==> src/hdl/bba_pkg.sv <==
// Shared types, constants and control structs of the block allocator.
`timescale 1ns / 1ps
`default_nettype none

package bba_pkg;

  localparam int unsigned MaxBlocks = 32;
  localparam int unsigned IdxW      = $clog2(MaxBlocks);
  localparam int unsigned CntW      = $clog2(MaxBlocks + 1);
  localparam int unsigned AddrW     = 32;
  localparam int unsigned BlkCntW   = 6;
  localparam int unsigned CfgIdxW   = 2;
  localparam int unsigned CfgDataW  = 32;
  localparam int unsigned DivCntW   = $clog2(AddrW + 1);

  typedef enum logic [1:0] {
    STATUS_OK    = 2'd0,
    STATUS_FULL  = 2'd1,
    STATUS_RANGE = 2'd2
  } status_e;

  typedef enum logic {
    REQ_ALLOC = 1'b0,
    REQ_FREE  = 1'b1
  } req_type_e;

  typedef enum logic [CfgIdxW-1:0] {
    CFG_BASE  = 2'd0,
    CFG_POOL  = 2'd1,
    CFG_COUNT = 2'd2
  } cfg_reg_e;

  typedef enum logic [1:0] {
    COMMIT_NONE  = 2'd0,
    COMMIT_SET   = 2'd1,
    COMMIT_CLEAR = 2'd2
  } commit_e;

  typedef struct packed {
    logic cfg_wr;
    logic req_take;
    logic div_start;
    logic div_cfg;
    logic bb_zero;
    logic bb_load;
    logic alloc_find;
    logic alloc_fin;
    logic free_bad;
    logic free_fin;
    logic emit;
  } ctrl_cmd_t;

  typedef struct packed {
    logic cfg_idx_ok;
    logic n_zero;
    logic req_free;
    logic free_bad;
    logic div_done;
    logic out_free;
  } dp_stat_t;

endpackage

`default_nettype wire

==> src/hdl/bba_req_if.sv <==
// Request channel interface: allocate or free transactions.
`timescale 1ns / 1ps
`default_nettype none

interface bba_req_if;
  logic                       valid;
  logic                       ready;
  logic                       req_type;
  logic [bba_pkg::AddrW-1:0]  free_address;

  modport source (output valid, output req_type, output free_address, input ready);
  modport sink   (input valid, input req_type, input free_address, output ready);
endinterface

`default_nettype wire

==> src/hdl/bba_rsp_if.sv <==
// Response channel interface: block address and status of each request.
`timescale 1ns / 1ps
`default_nettype none

interface bba_rsp_if;
  logic                       valid;
  logic                       ready;
  logic [bba_pkg::AddrW-1:0]  block_address;
  logic [1:0]                 status;

  modport source (output valid, output block_address, output status, input ready);
  modport sink   (input valid, input block_address, input status, output ready);
endinterface

`default_nettype wire

==> src/hdl/bba_cfg_if.sv <==
// Configuration write channel interface: register index and write data.
`timescale 1ns / 1ps
`default_nettype none

interface bba_cfg_if;
  logic                          valid;
  logic                          ready;
  logic [bba_pkg::CfgIdxW-1:0]   index;
  logic [bba_pkg::CfgDataW-1:0]  data;

  modport source (output valid, output index, output data, input ready);
  modport sink   (input valid, input index, input data, output ready);
endinterface

`default_nettype wire

==> src/hdl/bba_div.sv <==
// Restoring serial divider, one quotient bit per cycle.
`timescale 1ns / 1ps
`default_nettype none

module bba_div (
  input  wire logic                       clk_i,
  input  wire logic                       rst_ni,
  input  wire logic                       start_i,
  input  wire logic [bba_pkg::AddrW-1:0]  dividend_i,
  input  wire logic [bba_pkg::AddrW-1:0]  divisor_i,
  output logic                            done_o,
  output logic [bba_pkg::AddrW-1:0]       quotient_o
);

  logic [bba_pkg::AddrW-1:0]   divisor_q, divisor_d;
  logic [bba_pkg::AddrW-1:0]   rem_q, rem_d;
  logic [bba_pkg::AddrW-1:0]   quo_q, quo_d;
  logic [bba_pkg::DivCntW-1:0] cnt_q, cnt_d;
  logic                        done_q, done_d;
  logic [bba_pkg::AddrW:0]     trial;
  logic [bba_pkg::AddrW:0]     diff;

  always_comb begin
    trial     = {rem_q, quo_q[bba_pkg::AddrW-1]};
    diff      = trial - {1'b0, divisor_q};
    divisor_d = divisor_q;
    rem_d     = rem_q;
    quo_d     = quo_q;
    cnt_d     = cnt_q;
    done_d    = 1'b0;
    if (start_i) begin
      divisor_d = divisor_i;
      rem_d     = '0;
      quo_d     = dividend_i;
      cnt_d     = bba_pkg::DivCntW'(bba_pkg::AddrW);
    end else if (cnt_q != '0) begin
      // The partial remainder always stays below the divisor, so it fits AddrW bits.
      if (trial >= {1'b0, divisor_q}) begin
        rem_d = diff[bba_pkg::AddrW-1:0];
        quo_d = {quo_q[bba_pkg::AddrW-2:0], 1'b1};
      end else begin
        rem_d = trial[bba_pkg::AddrW-1:0];
        quo_d = {quo_q[bba_pkg::AddrW-2:0], 1'b0};
      end
      cnt_d  = cnt_q - bba_pkg::DivCntW'(1);
      done_d = (cnt_q == bba_pkg::DivCntW'(1));
    end
  end

  always_ff @(posedge clk_i or negedge rst_ni) begin
    if (!rst_ni) begin
      cnt_q  <= '0;
      done_q <= 1'b0;
    end else begin
      cnt_q  <= cnt_d;
      done_q <= done_d;
    end
  end

  always_ff @(posedge clk_i) begin
    divisor_q <= divisor_d;
    rem_q     <= rem_d;
    quo_q     <= quo_d;
  end

  assign done_o     = done_q;
  assign quotient_o = quo_q;

endmodule

`default_nettype wire

==> src/hdl/bba_dp.sv <==
// Datapath: configuration, bitmap, count, block search, address math and output register.
`timescale 1ns / 1ps
`default_nettype none

module bba_dp (
  input  wire logic                          clk_i,
  input  wire logic                          rst_ni,
  input  wire bba_pkg::ctrl_cmd_t            cmd_i,
  output bba_pkg::dp_stat_t                  stat_o,
  input  wire logic [bba_pkg::CfgIdxW-1:0]   cfg_index_i,
  input  wire logic [bba_pkg::CfgDataW-1:0]  cfg_data_i,
  input  wire logic                          req_type_i,
  input  wire logic [bba_pkg::AddrW-1:0]     free_address_i,
  output logic                               out_valid_o,
  output logic [bba_pkg::AddrW-1:0]          out_addr_o,
  output bba_pkg::status_e                   out_status_o,
  input  wire logic                          out_ready_i
);

  // Configuration and allocator state.
  logic [bba_pkg::AddrW-1:0]     base_q, base_d;
  logic [bba_pkg::AddrW-1:0]     pool_q, pool_d;
  logic [bba_pkg::BlkCntW-1:0]   bcnt_q, bcnt_d;
  logic [bba_pkg::AddrW-1:0]     bb_q, bb_d;
  logic [bba_pkg::MaxBlocks-1:0] map_q, map_d;
  logic [bba_pkg::CntW-1:0]      count_q, count_d;

  // Per-transaction working registers.
  logic [bba_pkg::AddrW-1:0]     addr_q, addr_d;
  logic                          hit_q, hit_d;
  logic [bba_pkg::IdxW-1:0]      idx_q, idx_d;
  logic [bba_pkg::AddrW-1:0]     prod_q, prod_d;
  logic [bba_pkg::AddrW-1:0]     res_addr_q, res_addr_d;
  bba_pkg::status_e              res_status_q, res_status_d;
  bba_pkg::commit_e              commit_q, commit_d;
  logic [bba_pkg::IdxW-1:0]      cidx_q, cidx_d;

  // Output register.
  logic                          out_valid_q, out_valid_d;
  logic [bba_pkg::AddrW-1:0]     out_addr_q, out_addr_d;
  bba_pkg::status_e              out_status_q, out_status_d;

  logic [bba_pkg::CntW-1:0]          n_live;
  logic [bba_pkg::MaxBlocks-1:0]     avail;
  logic                              found;
  logic [bba_pkg::IdxW-1:0]          fidx;
  logic [bba_pkg::AddrW+bba_pkg::IdxW-1:0] prod_full;
  logic [bba_pkg::AddrW-1:0]         div_dividend;
  logic [bba_pkg::AddrW-1:0]         div_divisor;
  logic                              div_done;
  logic [bba_pkg::AddrW-1:0]         quotient;
  logic                              cfg_idx_ok;

  bba_div u_div (
    .clk_i      (clk_i),
    .rst_ni     (rst_ni),
    .start_i    (cmd_i.div_start),
    .dividend_i (div_dividend),
    .divisor_i  (div_divisor),
    .done_o     (div_done),
    .quotient_o (quotient)
  );

  always_comb begin
    if (int'(bcnt_q) > bba_pkg::MaxBlocks) begin
      n_live = bba_pkg::CntW'(bba_pkg::MaxBlocks);
    end else begin
      n_live = bba_pkg::CntW'(bcnt_q);
    end
  end

  // Lowest free block below the live count; the last hit in a downward scan wins.
  always_comb begin
    found = 1'b0;
    fidx  = '0;
    for (int i = 0; i < bba_pkg::MaxBlocks; i++) begin
      avail[i] = !map_q[i] && (i < int'(n_live));
    end
    for (int i = bba_pkg::MaxBlocks - 1; i >= 0; i--) begin
      if (avail[i]) begin
        found = 1'b1;
        fidx  = bba_pkg::IdxW'(i);
      end
    end
  end

  assign prod_full    = bb_q * fidx;
  assign div_dividend = cmd_i.div_cfg ? pool_q : (addr_q - base_q);
  assign div_divisor  = cmd_i.div_cfg ? bba_pkg::AddrW'(n_live) : bb_q;

  assign cfg_idx_ok = (cfg_index_i == bba_pkg::CFG_BASE) ||
                      (cfg_index_i == bba_pkg::CFG_POOL) ||
                      (cfg_index_i == bba_pkg::CFG_COUNT);

  always_comb begin
    stat_o.cfg_idx_ok = cfg_idx_ok;
    stat_o.n_zero     = (n_live == '0);
    stat_o.req_free   = (req_type_i == bba_pkg::REQ_FREE);
    stat_o.free_bad   = (bb_q == '0) || (addr_q < base_q);
    stat_o.div_done   = div_done;
    stat_o.out_free   = !out_valid_q || out_ready_i;
  end

  always_comb begin
    base_d       = base_q;
    pool_d       = pool_q;
    bcnt_d       = bcnt_q;
    bb_d         = bb_q;
    map_d        = map_q;
    count_d      = count_q;
    addr_d       = addr_q;
    hit_d        = hit_q;
    idx_d        = idx_q;
    prod_d       = prod_q;
    res_addr_d   = res_addr_q;
    res_status_d = res_status_q;
    commit_d     = commit_q;
    cidx_d       = cidx_q;
    out_valid_d  = out_valid_q;
    out_addr_d   = out_addr_q;
    out_status_d = out_status_q;

    if (cmd_i.cfg_wr) begin
      case (cfg_index_i)
        bba_pkg::CFG_BASE:  base_d = cfg_data_i[bba_pkg::AddrW-1:0];
        bba_pkg::CFG_POOL:  pool_d = cfg_data_i[bba_pkg::AddrW-1:0];
        bba_pkg::CFG_COUNT: bcnt_d = cfg_data_i[bba_pkg::BlkCntW-1:0];
        default:            ;
      endcase
      if (cfg_idx_ok) begin
        map_d   = '0;
        count_d = '0;
      end
    end

    if (cmd_i.bb_zero) begin
      bb_d = '0;
    end
    if (cmd_i.bb_load) begin
      bb_d = quotient;
    end

    if (cmd_i.req_take) begin
      addr_d = free_address_i;
    end

    if (cmd_i.alloc_find) begin
      hit_d  = found && (count_q < n_live);
      idx_d  = fidx;
      prod_d = prod_full[bba_pkg::AddrW-1:0];
    end

    if (cmd_i.alloc_fin) begin
      cidx_d = idx_q;
      if (hit_q) begin
        res_addr_d   = base_q + prod_q;
        res_status_d = bba_pkg::STATUS_OK;
        commit_d     = bba_pkg::COMMIT_SET;
      end else begin
        res_addr_d   = '0;
        res_status_d = bba_pkg::STATUS_FULL;
        commit_d     = bba_pkg::COMMIT_NONE;
      end
    end

    if (cmd_i.free_bad) begin
      res_addr_d   = '0;
      res_status_d = bba_pkg::STATUS_RANGE;
      commit_d     = bba_pkg::COMMIT_NONE;
    end

    if (cmd_i.free_fin) begin
      res_addr_d = '0;
      cidx_d     = quotient[bba_pkg::IdxW-1:0];
      if (quotient >= bba_pkg::AddrW'(n_live)) begin
        res_status_d = bba_pkg::STATUS_RANGE;
        commit_d     = bba_pkg::COMMIT_NONE;
      end else begin
        res_status_d = bba_pkg::STATUS_OK;
        commit_d     = bba_pkg::COMMIT_CLEAR;
      end
    end

    // Only a config write or a result moving to the output register changes bitmap and count.
    if (out_valid_q && out_ready_i) begin
      out_valid_d = 1'b0;
    end
    if (cmd_i.emit) begin
      out_valid_d  = 1'b1;
      out_addr_d   = res_addr_q;
      out_status_d = res_status_q;
      case (commit_q)
        bba_pkg::COMMIT_SET: begin
          map_d[cidx_q] = 1'b1;
          count_d       = count_q + bba_pkg::CntW'(1);
        end
        bba_pkg::COMMIT_CLEAR: begin
          map_d[cidx_q] = 1'b0;
          if (count_q != '0) begin
            count_d = count_q - bba_pkg::CntW'(1);
          end
        end
        default: ;
      endcase
    end
  end

  always_ff @(posedge clk_i or negedge rst_ni) begin
    if (!rst_ni) begin
      base_q      <= '0;
      pool_q      <= '0;
      bcnt_q      <= '0;
      bb_q        <= '0;
      map_q       <= '0;
      count_q     <= '0;
      out_valid_q <= 1'b0;
    end else begin
      base_q      <= base_d;
      pool_q      <= pool_d;
      bcnt_q      <= bcnt_d;
      bb_q        <= bb_d;
      map_q       <= map_d;
      count_q     <= count_d;
      out_valid_q <= out_valid_d;
    end
  end

  always_ff @(posedge clk_i) begin
    addr_q       <= addr_d;
    hit_q        <= hit_d;
    idx_q        <= idx_d;
    prod_q       <= prod_d;
    res_addr_q   <= res_addr_d;
    res_status_q <= res_status_d;
    commit_q     <= commit_d;
    cidx_q       <= cidx_d;
    out_addr_q   <= out_addr_d;
    out_status_q <= out_status_d;
  end

  assign out_valid_o  = out_valid_q;
  assign out_addr_o   = out_addr_q;
  assign out_status_o = out_status_q;

endmodule

`default_nettype wire

==> src/hdl/bba_ctrl.sv <==
// Controller state machine that sequences configuration, allocate and free transactions.
`timescale 1ns / 1ps
`default_nettype none

module bba_ctrl (
  input  wire logic               clk_i,
  input  wire logic               rst_ni,
  input  wire logic               req_valid_i,
  output logic                    req_ready_o,
  input  wire logic               cfg_valid_i,
  output logic                    cfg_ready_o,
  input  wire bba_pkg::dp_stat_t  stat_i,
  output bba_pkg::ctrl_cmd_t      cmd_o
);

  typedef enum logic [7:0] {
    S_IDLE  = 8'b0000_0001,
    S_CFG   = 8'b0000_0010,
    S_CDIV  = 8'b0000_0100,
    S_AFIND = 8'b0000_1000,
    S_AFIN  = 8'b0001_0000,
    S_FCHK  = 8'b0010_0000,
    S_FDIV  = 8'b0100_0000,
    S_RES   = 8'b1000_0000
  } state_e;

  state_e state_q, state_d;

  always_comb begin
    state_d     = state_q;
    cmd_o       = '0;
    req_ready_o = 1'b0;
    cfg_ready_o = 1'b0;
    case (state_q)
      S_IDLE: begin
        cfg_ready_o = 1'b1;
        // A configuration write takes precedence over a request in the same cycle.
        req_ready_o = !cfg_valid_i;
        if (cfg_valid_i) begin
          cmd_o.cfg_wr = 1'b1;
          if (stat_i.cfg_idx_ok) begin
            state_d = S_CFG;
          end
        end else if (req_valid_i) begin
          cmd_o.req_take = 1'b1;
          state_d = stat_i.req_free ? S_FCHK : S_AFIND;
        end
      end
      S_CFG: begin
        if (stat_i.n_zero) begin
          cmd_o.bb_zero = 1'b1;
          state_d = S_IDLE;
        end else begin
          cmd_o.div_start = 1'b1;
          cmd_o.div_cfg   = 1'b1;
          state_d = S_CDIV;
        end
      end
      S_CDIV: begin
        cmd_o.div_cfg = 1'b1;
        if (stat_i.div_done) begin
          cmd_o.bb_load = 1'b1;
          state_d = S_IDLE;
        end
      end
      S_AFIND: begin
        cmd_o.alloc_find = 1'b1;
        state_d = S_AFIN;
      end
      S_AFIN: begin
        cmd_o.alloc_fin = 1'b1;
        state_d = S_RES;
      end
      S_FCHK: begin
        if (stat_i.free_bad) begin
          cmd_o.free_bad = 1'b1;
          state_d = S_RES;
        end else begin
          cmd_o.div_start = 1'b1;
          state_d = S_FDIV;
        end
      end
      S_FDIV: begin
        if (stat_i.div_done) begin
          cmd_o.free_fin = 1'b1;
          state_d = S_RES;
        end
      end
      S_RES: begin
        if (stat_i.out_free) begin
          cmd_o.emit = 1'b1;
          state_d = S_IDLE;
        end
      end
      default: begin
        state_d = S_IDLE;
      end
    endcase
  end

  always_ff @(posedge clk_i or negedge rst_ni) begin
    if (!rst_ni) begin
      state_q <= S_IDLE;
    end else begin
      state_q <= state_d;
    end
  end

endmodule

`default_nettype wire

==> src/hdl/bitmap_block_allocator_top.sv <==
// Allocate: after acceptance the search (S_AFIND), the result step (S_AFIN) and S_RES run in order.
// Free: the range check (S_FCHK) and the 32-step serial divider (S_FDIV) run before S_RES.
// A free below the base or with zero-size blocks skips the divider and goes from S_FCHK straight to S_RES.
// One transaction is in work at a time; the next is accepted once the result is in the output register.
// A write to a known register rebuilds the block size in the divider, or zeroes it if no block is live.
// Reset (asynchronous, active low) clears the registers, the used bitmap, the count and the block size.
`timescale 1ns / 1ps
`default_nettype none

module bitmap_block_allocator_top (
  input  wire logic  clk_i,
  input  wire logic  rst_ni,
  bba_req_if.sink    req_i,
  bba_rsp_if.source  rsp_o,
  bba_cfg_if.sink    cfg_i
);

  bba_pkg::ctrl_cmd_t cmd;
  bba_pkg::dp_stat_t  stat;
  bba_pkg::status_e   out_status;

  bba_ctrl u_ctrl (
    .clk_i       (clk_i),
    .rst_ni      (rst_ni),
    .req_valid_i (req_i.valid),
    .req_ready_o (req_i.ready),
    .cfg_valid_i (cfg_i.valid),
    .cfg_ready_o (cfg_i.ready),
    .stat_i      (stat),
    .cmd_o       (cmd)
  );

  bba_dp u_dp (
    .clk_i          (clk_i),
    .rst_ni         (rst_ni),
    .cmd_i          (cmd),
    .stat_o         (stat),
    .cfg_index_i    (cfg_i.index),
    .cfg_data_i     (cfg_i.data),
    .req_type_i     (req_i.req_type),
    .free_address_i (req_i.free_address),
    .out_valid_o    (rsp_o.valid),
    .out_addr_o     (rsp_o.block_address),
    .out_status_o   (out_status),
    .out_ready_i    (rsp_o.ready)
  );

  assign rsp_o.status = out_status;

`ifndef SYNTHESIS
  a_no_dual_accept: assert property (@(posedge clk_i) disable iff (!rst_ni)
    !(req_i.valid && req_i.ready && cfg_i.valid && cfg_i.ready))
    else $error("request and configuration accepted in the same cycle");

  a_busy_after_req: assert property (@(posedge clk_i) disable iff (!rst_ni)
    (req_i.valid && req_i.ready) |=> !req_i.ready)
    else $error("request channel ready while a transaction is in work");

  a_busy_after_cfg: assert property (@(posedge clk_i) disable iff (!rst_ni)
    (cfg_i.valid && cfg_i.ready &&
     (cfg_i.index == bba_pkg::CFG_BASE || cfg_i.index == bba_pkg::CFG_POOL ||
      cfg_i.index == bba_pkg::CFG_COUNT)) |=> !req_i.ready)
    else $error("request accepted before the block size was rebuilt");

  a_fail_zero_addr: assert property (@(posedge clk_i) disable iff (!rst_ni)
    (rsp_o.valid && rsp_o.status != bba_pkg::STATUS_OK) |-> (rsp_o.block_address == '0))
    else $error("failed transaction returned a nonzero block address");
`endif

endmodule

`default_nettype wire

==> src/flat_wrapper.sv <==
// flat-port wrapper written by rule: the top's interface ports become plain ports
module bitmap_block_allocator_top_flat 
  (clk_i, rst_ni, req_i_valid, req_i_req_type, req_i_free_address, req_i_ready, rsp_o_valid, rsp_o_block_address, rsp_o_status, rsp_o_ready, cfg_i_valid, cfg_i_index, cfg_i_data, cfg_i_ready);
  bba_req_if req_i_i ();
  bba_rsp_if rsp_o_i ();
  bba_cfg_if cfg_i_i ();
  input  wire logic clk_i;
  input  wire logic rst_ni;
  input wire logic [$bits(req_i_i.valid)-1:0] req_i_valid;
  input wire logic [$bits(req_i_i.req_type)-1:0] req_i_req_type;
  input wire logic [$bits(req_i_i.free_address)-1:0] req_i_free_address;
  output wire logic [$bits(req_i_i.ready)-1:0] req_i_ready;
  output wire logic [$bits(rsp_o_i.valid)-1:0] rsp_o_valid;
  output wire logic [$bits(rsp_o_i.block_address)-1:0] rsp_o_block_address;
  output wire logic [$bits(rsp_o_i.status)-1:0] rsp_o_status;
  input wire logic [$bits(rsp_o_i.ready)-1:0] rsp_o_ready;
  input wire logic [$bits(cfg_i_i.valid)-1:0] cfg_i_valid;
  input wire logic [$bits(cfg_i_i.index)-1:0] cfg_i_index;
  input wire logic [$bits(cfg_i_i.data)-1:0] cfg_i_data;
  output wire logic [$bits(cfg_i_i.ready)-1:0] cfg_i_ready;
  assign req_i_i.valid = req_i_valid;
  assign req_i_i.req_type = req_i_req_type;
  assign req_i_i.free_address = req_i_free_address;
  assign req_i_ready = req_i_i.ready;
  assign rsp_o_valid = rsp_o_i.valid;
  assign rsp_o_block_address = rsp_o_i.block_address;
  assign rsp_o_status = rsp_o_i.status;
  assign rsp_o_i.ready = rsp_o_ready;
  assign cfg_i_i.valid = cfg_i_valid;
  assign cfg_i_i.index = cfg_i_index;
  assign cfg_i_i.data = cfg_i_data;
  assign cfg_i_ready = cfg_i_i.ready;
  bitmap_block_allocator_top u_core (.clk_i(clk_i), .rst_ni(rst_ni), .req_i(req_i_i), .rsp_o(rsp_o_i), .cfg_i(cfg_i_i));
endmodule
==> config.mk <==
export PLATFORM = sky130hd
export DESIGN_NAME = bitmap_block_allocator_top_flat
export DESIGN_NICKNAME = d
export VERILOG_FILES = /design/src/hdl/bba_pkg.sv /design/src/hdl/bba_req_if.sv /design/src/hdl/bba_rsp_if.sv /design/src/hdl/bba_cfg_if.sv /design/src/hdl/bba_div.sv /design/src/hdl/bba_dp.sv /design/src/hdl/bba_ctrl.sv /design/src/hdl/bitmap_block_allocator_top.sv /design/src/flat_wrapper.sv
export SDC_FILE = /design/constraint.sdc
export NUM_CORES = 1
export LEC_CHECK = 0
export ABC_AREA = 1
export BUFFER_PORTS_ARGS = -buffer_cell sky130_fd_sc_hd__buf_4
export CORE_MARGIN = 5
export CORE_UTILIZATION = 35
export CTS_CLUSTER_SIZE = 12
export DETAILED_ROUTE_END_ITERATION = 6
export GPL_TIMING_DRIVEN = 0
export HOLD_SLACK_MARGIN = 0.1
export PLACE_DENSITY = 0.56
export SLEW_MARGIN = 20
export SYNTH_ARGS = -nofsm -noshare
export SYNTH_HDL_FRONTEND = slang
export SYNTH_SLANG_ARGS = --single-unit
==> constraint.sdc <==
create_clock -name clk_i -period 7.9 [get_ports clk_i]
set_input_delay 0.395 -clock clk_i [delete_from_list [all_inputs] [get_ports clk_i]]
set_output_delay 0.395 -clock clk_i [all_outputs]
set_load 0.01 [all_outputs]
; ---- Yosys cells after proc, flatten, opt, wreduce, memory -nomap -nowiden
; Index checks and enable logic that the tools add are counted.
[totals]
in_bits = 72
out_inout_bits = 37
register_bits = 397
[classes]
n_addsub = 6
n_reduce_logical = 88
n_bitwise = 3
order_cmp = 39
n_mul = 1
muxes = 134
n_eq_ne = 18
[op_table]
columns = cell, count
row1 = two-way mux 32 bit, 10
row2 = two-way mux 5 bit, 34
row3 = less-than comparator 5 x 6 -> 1 bit (first input constant), 16
row4 = one-hot mux 32 bit (2 select lines), 1
row5 = one-hot mux 8 bit (8 select lines), 1
row6 = subtractor 32 bit, 2
row7 = two-way mux 1 bit, 57
row8 = two-way mux 8 bit, 7
row9 = two-way mux 6 bit, 9
row10 = less-than comparator 4 x 6 -> 1 bit (first input constant), 8
row11 = logical AND 1 bit, 35
row12 = logical NOT 1 bit, 34
row13 = >= comparator 33 x 32 -> 1 bit, 1
row14 = adder 32 bit, 1
row15 = bitwise AND 32 bit, 1
row16 = >= comparator 32 x 6 -> 1 bit, 1
row17 = logical NOT 32 bit, 1
row18 = less-than comparator 32 bit, 1
row19 = multiplier 32 x 5 -> 32 bit, 1
row20 = NOT 32 bit, 1
row21 = bitwise OR 32 bit, 1
row22 = less-than comparator 3 x 6 -> 1 bit (first input constant), 4
row23 = two-way mux 2 bit, 10
row24 = less-than comparator 1 x 6 -> 1 bit (first input constant), 2
row25 = 34 further kinds, 50

; ---- Longest topological paths before layout
[logic_depth]
ltp_word = 37
depth_mapped = 61

; ---- Cells and area by module
; From an unflattened synthesis, not the netlist that was laid out.
[unflattened]
hier_cells = 3441
hier_area_um2 = 26817.0
[modules_own_cells]
columns = module, area_each_um2, seq_area_each_um2, cells_per_inst, instances
row1 = bba_dp, 19188.4, 7562.3, 2337, 1
row2 = bba_div, 6957.9, 2737.6, 1000, 1
row3 = bba_ctrl, 670.6, 201.4, 104, 1

; ---- Least setup slack after synthesis
; Ideal clock, no wire load.
[synth_path]
kind = register -> register
start = register u_core.u_dp.bcnt_q[5] (netlist bit)
end = register u_core.u_dp.prod_q[30] (netlist bit) (data pin)
setup_slack_ps = 1208
stages_incl_launch_ff = 42
arrival_ps = 6432
n_path_buf = 2
period_less_slack_ps = 6692
required_time_ps = 7640
path_cell_list = dfrtp_1 -> inv_4 -> nand2_8 -> inv_6 -> nand2_4 -> o21ai_2 -> inv_1 -> or2_1 -> inv_2 -> nor2_1 -> and2_4 -> nand2_2 -> nor2_1 -> and2_4 -> buf_6 -> inv_1 -> clkbuf_1 -> nor2_1 -> (+6 left out) -> nand3_1 -> nand2_1 -> a21oi_1 -> o21ai_0 -> a21oi_1 -> inv_1 -> a21oi_1 -> o21ai_0 -> a21boi_0 -> o21bai_1 -> nand4_1 -> o211ai_1 -> a21oi_1 -> o21ai_0 -> a21oi_1 -> nor2_1 -> nor2_1 -> xor2_1
[synth_between]
elab_chain_cells = 37
elab_cells_between_ends = 99
classes_between = 1 x mul / 33 x order compare / 33 x mux / 32 x reduce/logical
[synth_lines]
columns = item, line
row1 = start: declaration, bba_dp.sv:23  ; logic [bba_pkg::BlkCntW-1:0] bcnt_q, bcnt_d;
row2 = start signal: assignment, bba_dp.sv:220  ; bcnt_q <= bcnt_d;
row3 = greater-than comparator 6 bit, bba_dp.sv:65  ; if (int'(bcnt_q) > bba_pkg::MaxBlocks) begin
row4 = two-way mux 6 bit (*), bba_dp.sv:65
row5 = less-than comparator 5 x 6 -> 1 bit, bba_dp.sv:77  ; avail[i] = !map_q[i] && (i < int'(n_live));
row6 = logical AND 1 bit, bba_dp.sv:77
row7 = two-way mux 5 bit (31 in series), bba_dp.sv:80  ; if (avail[i]) begin
row8 = two-way mux 5 bit (*), bba_dp.sv:80
row9 = named net u_core.u_dp.fidx (one bit), bba_dp.sv:46  ; logic [bba_pkg::IdxW-1:0] fidx;
row10 = multiplier 32 x 5 -> 32 bit (*), bba_dp.sv:87  ; assign prod_full = bb_q * fidx;
row11 = named net u_core.u_dp.prod_full (one bit), bba_dp.sv:47  ; logic [bba_pkg::AddrW+bba_pkg::IdxW-1:0] prod_full;
row12 = end signal: assignment, bba_dp.sv:232  ; prod_q <= prod_d;
row13 = end: declaration, bba_dp.sv:32  ; logic [bba_pkg::AddrW-1:0] prod_q, prod_d;
; Mark *: on every way through the listed nets, which the timed path passes. The rest lies on a longest branch.
; A chain may end at the register's enable or synchronous reset.

; ---- Final worst setup path
[layout_path]
start = register u_core.u_dp.bcnt_q[5] (netlist bit)
end = register u_core.u_dp.prod_q[30] (netlist bit) (data pin)
[layout_between]
elab_chain_cells = 37
elab_cells_between_ends = 99
classes_between = 1 x mul / 33 x order compare / 33 x mux / 32 x reduce/logical
[layout_lines]
columns = item, line
row1 = greater-than comparator 6 bit, bba_dp.sv:65
row2 = two-way mux 6 bit (*), bba_dp.sv:65
row3 = less-than comparator 5 x 6 -> 1 bit, bba_dp.sv:77
row4 = logical AND 1 bit, bba_dp.sv:77
row5 = two-way mux 5 bit (31 in series), bba_dp.sv:80
row6 = two-way mux 5 bit (*), bba_dp.sv:80
row7 = multiplier 32 x 5 -> 32 bit (*), bba_dp.sv:87
row8 = named net u_core.u_dp.prod_full (one bit), bba_dp.sv:47
; Marked as above.

==> results.md <==
* Adder-cell share of the synthesized area at 14.3%
* Cells after Synth at 2926
* Row cnt at 97
* Worst-Margin Slew at 997 ps
* Avg Cell Area, Syn at 8.52 µm²
* Reg2reg setup slack at 480 ps
* Synth Area in Simple Gates at 17.6%
* CP peak stage delay at 550 ps
* Overall power at 0.0100 W
* Hold Slack at 119 ps
* Port bufs at 108
* Nets at 3444
* R2r endpoint: u_core.u_dp.prod_q[30]$_DFFE_PP_
* Critical Path Source: u_core.u_dp.bcnt_q[5]$_DFFE_PN0P_
* Share of cells above drive strength 1 at 9.53%
* Startpoint Class: register
* GRT Total Usage at 18.5%
* Clock skew at 43.7 ps
* Vias at 20400
* Max Slew Vio Count at 0
* Dpl cells at 3984
* Dominant synthesized flop cell: edfxtp_1
* Finished layout cell area at 29200 µm²
* Area Growth Syn to Fin at 17.3%
* Critical Path RT at 8250 ps
* Grt total ovfl at 0
* Final WS setup at 483 ps
* CTS tree: done
* Async SR Flop Fraction at 39.3%
* Fmax at 135 MHz
* Die area at 76600 µm²
* Starting density of the core at 35.5%
* Register area share after synthesis at 42.1%
* Synth Net Count at 3231
* Post-Synth XOR/XNOR Area at 4.42%
* Hpwl dp at 56.5 mm
* Critical path arrival at 7770 ps
* Minimum clock period at 7420 ps
* Die height at 277 µm
* CTS Buffer Depth at 3
* Core area at 70300 µm²
* Fin cells at 4118
* Fin. Hold Viols at 0
* First-pass GRT wire length at 114 mm
* Clock Pin Slew Worst Setup and Hold Paths at 60 ps
* DRT Wirelength at 72.7 mm
* Cell Pwr Density at 344 nW/µm²
* Antenna-violating nets left at 0
* CP Max Fanout at 11
* Synthesized flop and latch total at 397
* CP Class: register to register
* MaxCap Viol Count at 0
* Mux share of post-synthesis cell area at 0%
* Largest family of logic cells by synthesized area: simple AND/OR/NAND/NOR gates
* DRT Pass-1 Iters at 5
* Yosys warns at 0
* DR WL/cell at 17.6 µm
* Status: finished, final reports clean
* Htree depth at 2
* Initial DRC Count at 1290
* Count of cell types in the netlist at 63
* Largest net degree at the start of global routing at 84
* Dpl cell area at 27000 µm²
* FILL cells at 7114
* Post-route DRC at 0
* DR vias/cell at 4.95
* Clock sinks at 397
* Reg2reg start: u_core.u_dp.bcnt_q[5]$_DFFE_PN0P_
* Routability congestion estimate at 0.887
* Synth Area in Compound Gates at 13.4%
* Diodes inserted at 0
* Boundary Pins at 109
* Pre-CTS setup slack at -557 ps
* Clk_lat worst skew at 600 ps
* CP endpoint kind: register
* CP max-delay cell: fa_1
* Peak supply drop at 0.214 mV
* Post-Syn Area at 24900 µm²
* CTS root buffer: clkbuf_16
* Vias in the first global route at 19700
* Antenna violations before repair at 0
* Cell depth of the worst flop-to-flop path at 39
* EDFF count, synth at 177
* Leak pwr at 13.6 nW
* Tcrit/Tclk final at 93.9%
* Setup violators final at 0
* Total CTS buffers at 47
* Worst Hold Class: input port to register
* Relative slew slack at 33.5%
* Crit path capture: u_core.u_dp.prod_q[30]$_DFFE_PP_
* Die Span X at 277 µm
==> worst min path at each step <==
stage | cells past startpoint | slack, ps | from | endpoint
2_1_floorplan | 0 | 100 | rst_ni | u_core.u_ctrl.state_q[1]$_DFFE_PN0P_
6_report | 3 | 120 | cfg_i_data[27] | u_core.u_dp.pool_q[27]$_DFFE_PN0P_
3_3_place_gp | 0 | 400 | u_core.u_dp.res_status_q[0]$_SDFFCE_PP0P_ | u_core.u_dp.out_status_o[0]$_DFFE_PP_
4_1_cts | 3 | 100 | cfg_i_data[16] | u_core.u_dp.pool_q[16]$_DFFE_PN0P_
5_1_grt | 3 | 110 | cfg_i_data[8] | u_core.u_dp.pool_q[8]$_DFFE_PN0P_
3_5_place_dp | 0 | 410 | u_core.u_dp.res_status_q[0]$_SDFFCE_PP0P_ | u_core.u_dp.out_status_o[0]$_DFFE_PP_
==> timing repair <==
action | CTS | global route
setup buffers | 2 | 3
hold buffers | 42 | 0
pin swaps | 0 | 3
resized for setup | 14 | 24
hold endpoints to repair | 115 | 0
setup endpoints to repair | 7 | 6
==> cell usage in the layout (no fill, tap or decap), types with 40 or more instances in the layout <==
master,count
buf_4,117
edfxtp_1,177
o21ai_0,214
nand3_1,68
xor2_1,69
o22ai_1,40
a21oi_1,150
dfxtp_1,64
clkbuf_16,48
xnor2_1,55
nor2_1,280
nand2_1,606
dlygate4sd3_1,42
clkbuf_1,72
ha_1,147
inv_1,425
fa_1,86
dfrtp_1,153
==> synth_stat cells, drive strengths merged, types with 65 or more instances <==
cell type    n  share of area (%)
xor2        69                2.4
nand3       68                1.4
nand2      623                9.7
ha         147                7.4
fa          86                6.9
a21oi      156                3.1
inv        443                6.7
dfrtp      155                 16
nor2       296                4.7
o21ai      245                5.0
clkbuf      65               0.98
edfxtp     177                 21
==> layer usage <==
metal  GRT usage [%]  vias to the layer above  share of wire (%)
met4            6.13                        0                3.6
met3            2.55                      124                5.2
met2            30.7                      492                 47
met5               0                        -                  0
li1                -                    10100                  -
met1            25.2                     9716                 44
==> kinds of logic (layout without fill, tap and decap cells) <==
| logic type | count (synthesis) | count (layout) |
|---|---|---|
| AO/OA/AOI/OAI | 582 | 582 |
| XOR/XNOR | 125 | 125 |
| adder cells (fa/ha/maj) | 233 | 233 |
| buffers and inverters | 528 | 780 |
| flip-flops | 397 | 397 |
| AND/OR/NAND/NOR | 1061 | 1061 |
==> state kept, by name, indices dropped and copies added (netlist names), 5 cells and up <==
| name | count |
|---|---|
| u_core.u_dp.u_div.quotient_o | 32 |
| u_core.u_dp.cidx_q | 5 |
| u_core.u_dp.map_q | 32 |
| u_core.u_dp.out_addr_o | 32 |
| u_core.u_dp.res_addr_q | 32 |
| u_core.u_dp.u_div.divisor_q | 32 |
| u_core.u_dp.addr_q | 32 |
| u_core.u_dp.bcnt_q | 6 |
| u_core.u_dp.u_div.rem_q | 32 |
| u_core.u_dp.count_q | 6 |
| u_core.u_dp.u_div.cnt_q | 6 |
| u_core.u_dp.idx_q | 5 |
| u_core.u_dp.base_q | 32 |
| u_core.u_dp.prod_q | 32 |
| u_core.u_dp.pool_q | 32 |
| u_core.u_ctrl.state_q | 8 |
| u_core.u_dp.bb_q | 32 |
==> metrics by stage <==
stage	utilization (%)	TNS (ps)
2_1_floorplan	-	0
3_3_place_gp	38.3	-1740
3_5_place_dp	38.5	-1810
4_1_cts	41.5	-48.5
5_1_grt	41.6	-1.75
6_report	41.6	0
==> area by class of cell <==
cell class	instances	area [µm²]	area share, %
Timing Repair Buffer	165	1390	4.76
Sequential cell	397	10500	35.9
Multi-Input combinational cell	2001	12500	42.7
Clock inverter	23	335	1.15
Clock buffer	65	1310	4.47
Tap cell	940	1180	4.02
Buffer	83	358	1.22
Inverter	444	1690	5.77
==> where the power goes <==
| part | total (W) | internal (W) | switching, W |
|---|---|---|---|
| clock network | 0.00232 | 0.00139 | 0.000927 |
| registers | 0.00323 | 0.00283 | 0.000395 |
| logic | 0.00449 | 0.00162 | 0.00287 |
==> worst max-delay path: cells and delay by family, from the launching register on <==
family                     cells  cell delay [ps]
buffers and inverters          5              640
xor gates and xnor gates       1               80
AOI/OAI and AO/OA             14             2270
adders and majority gates      4             1900
and+or+nand+nor               15             1850
DFF                            1              480
Power figures use the tool's default switching activity.
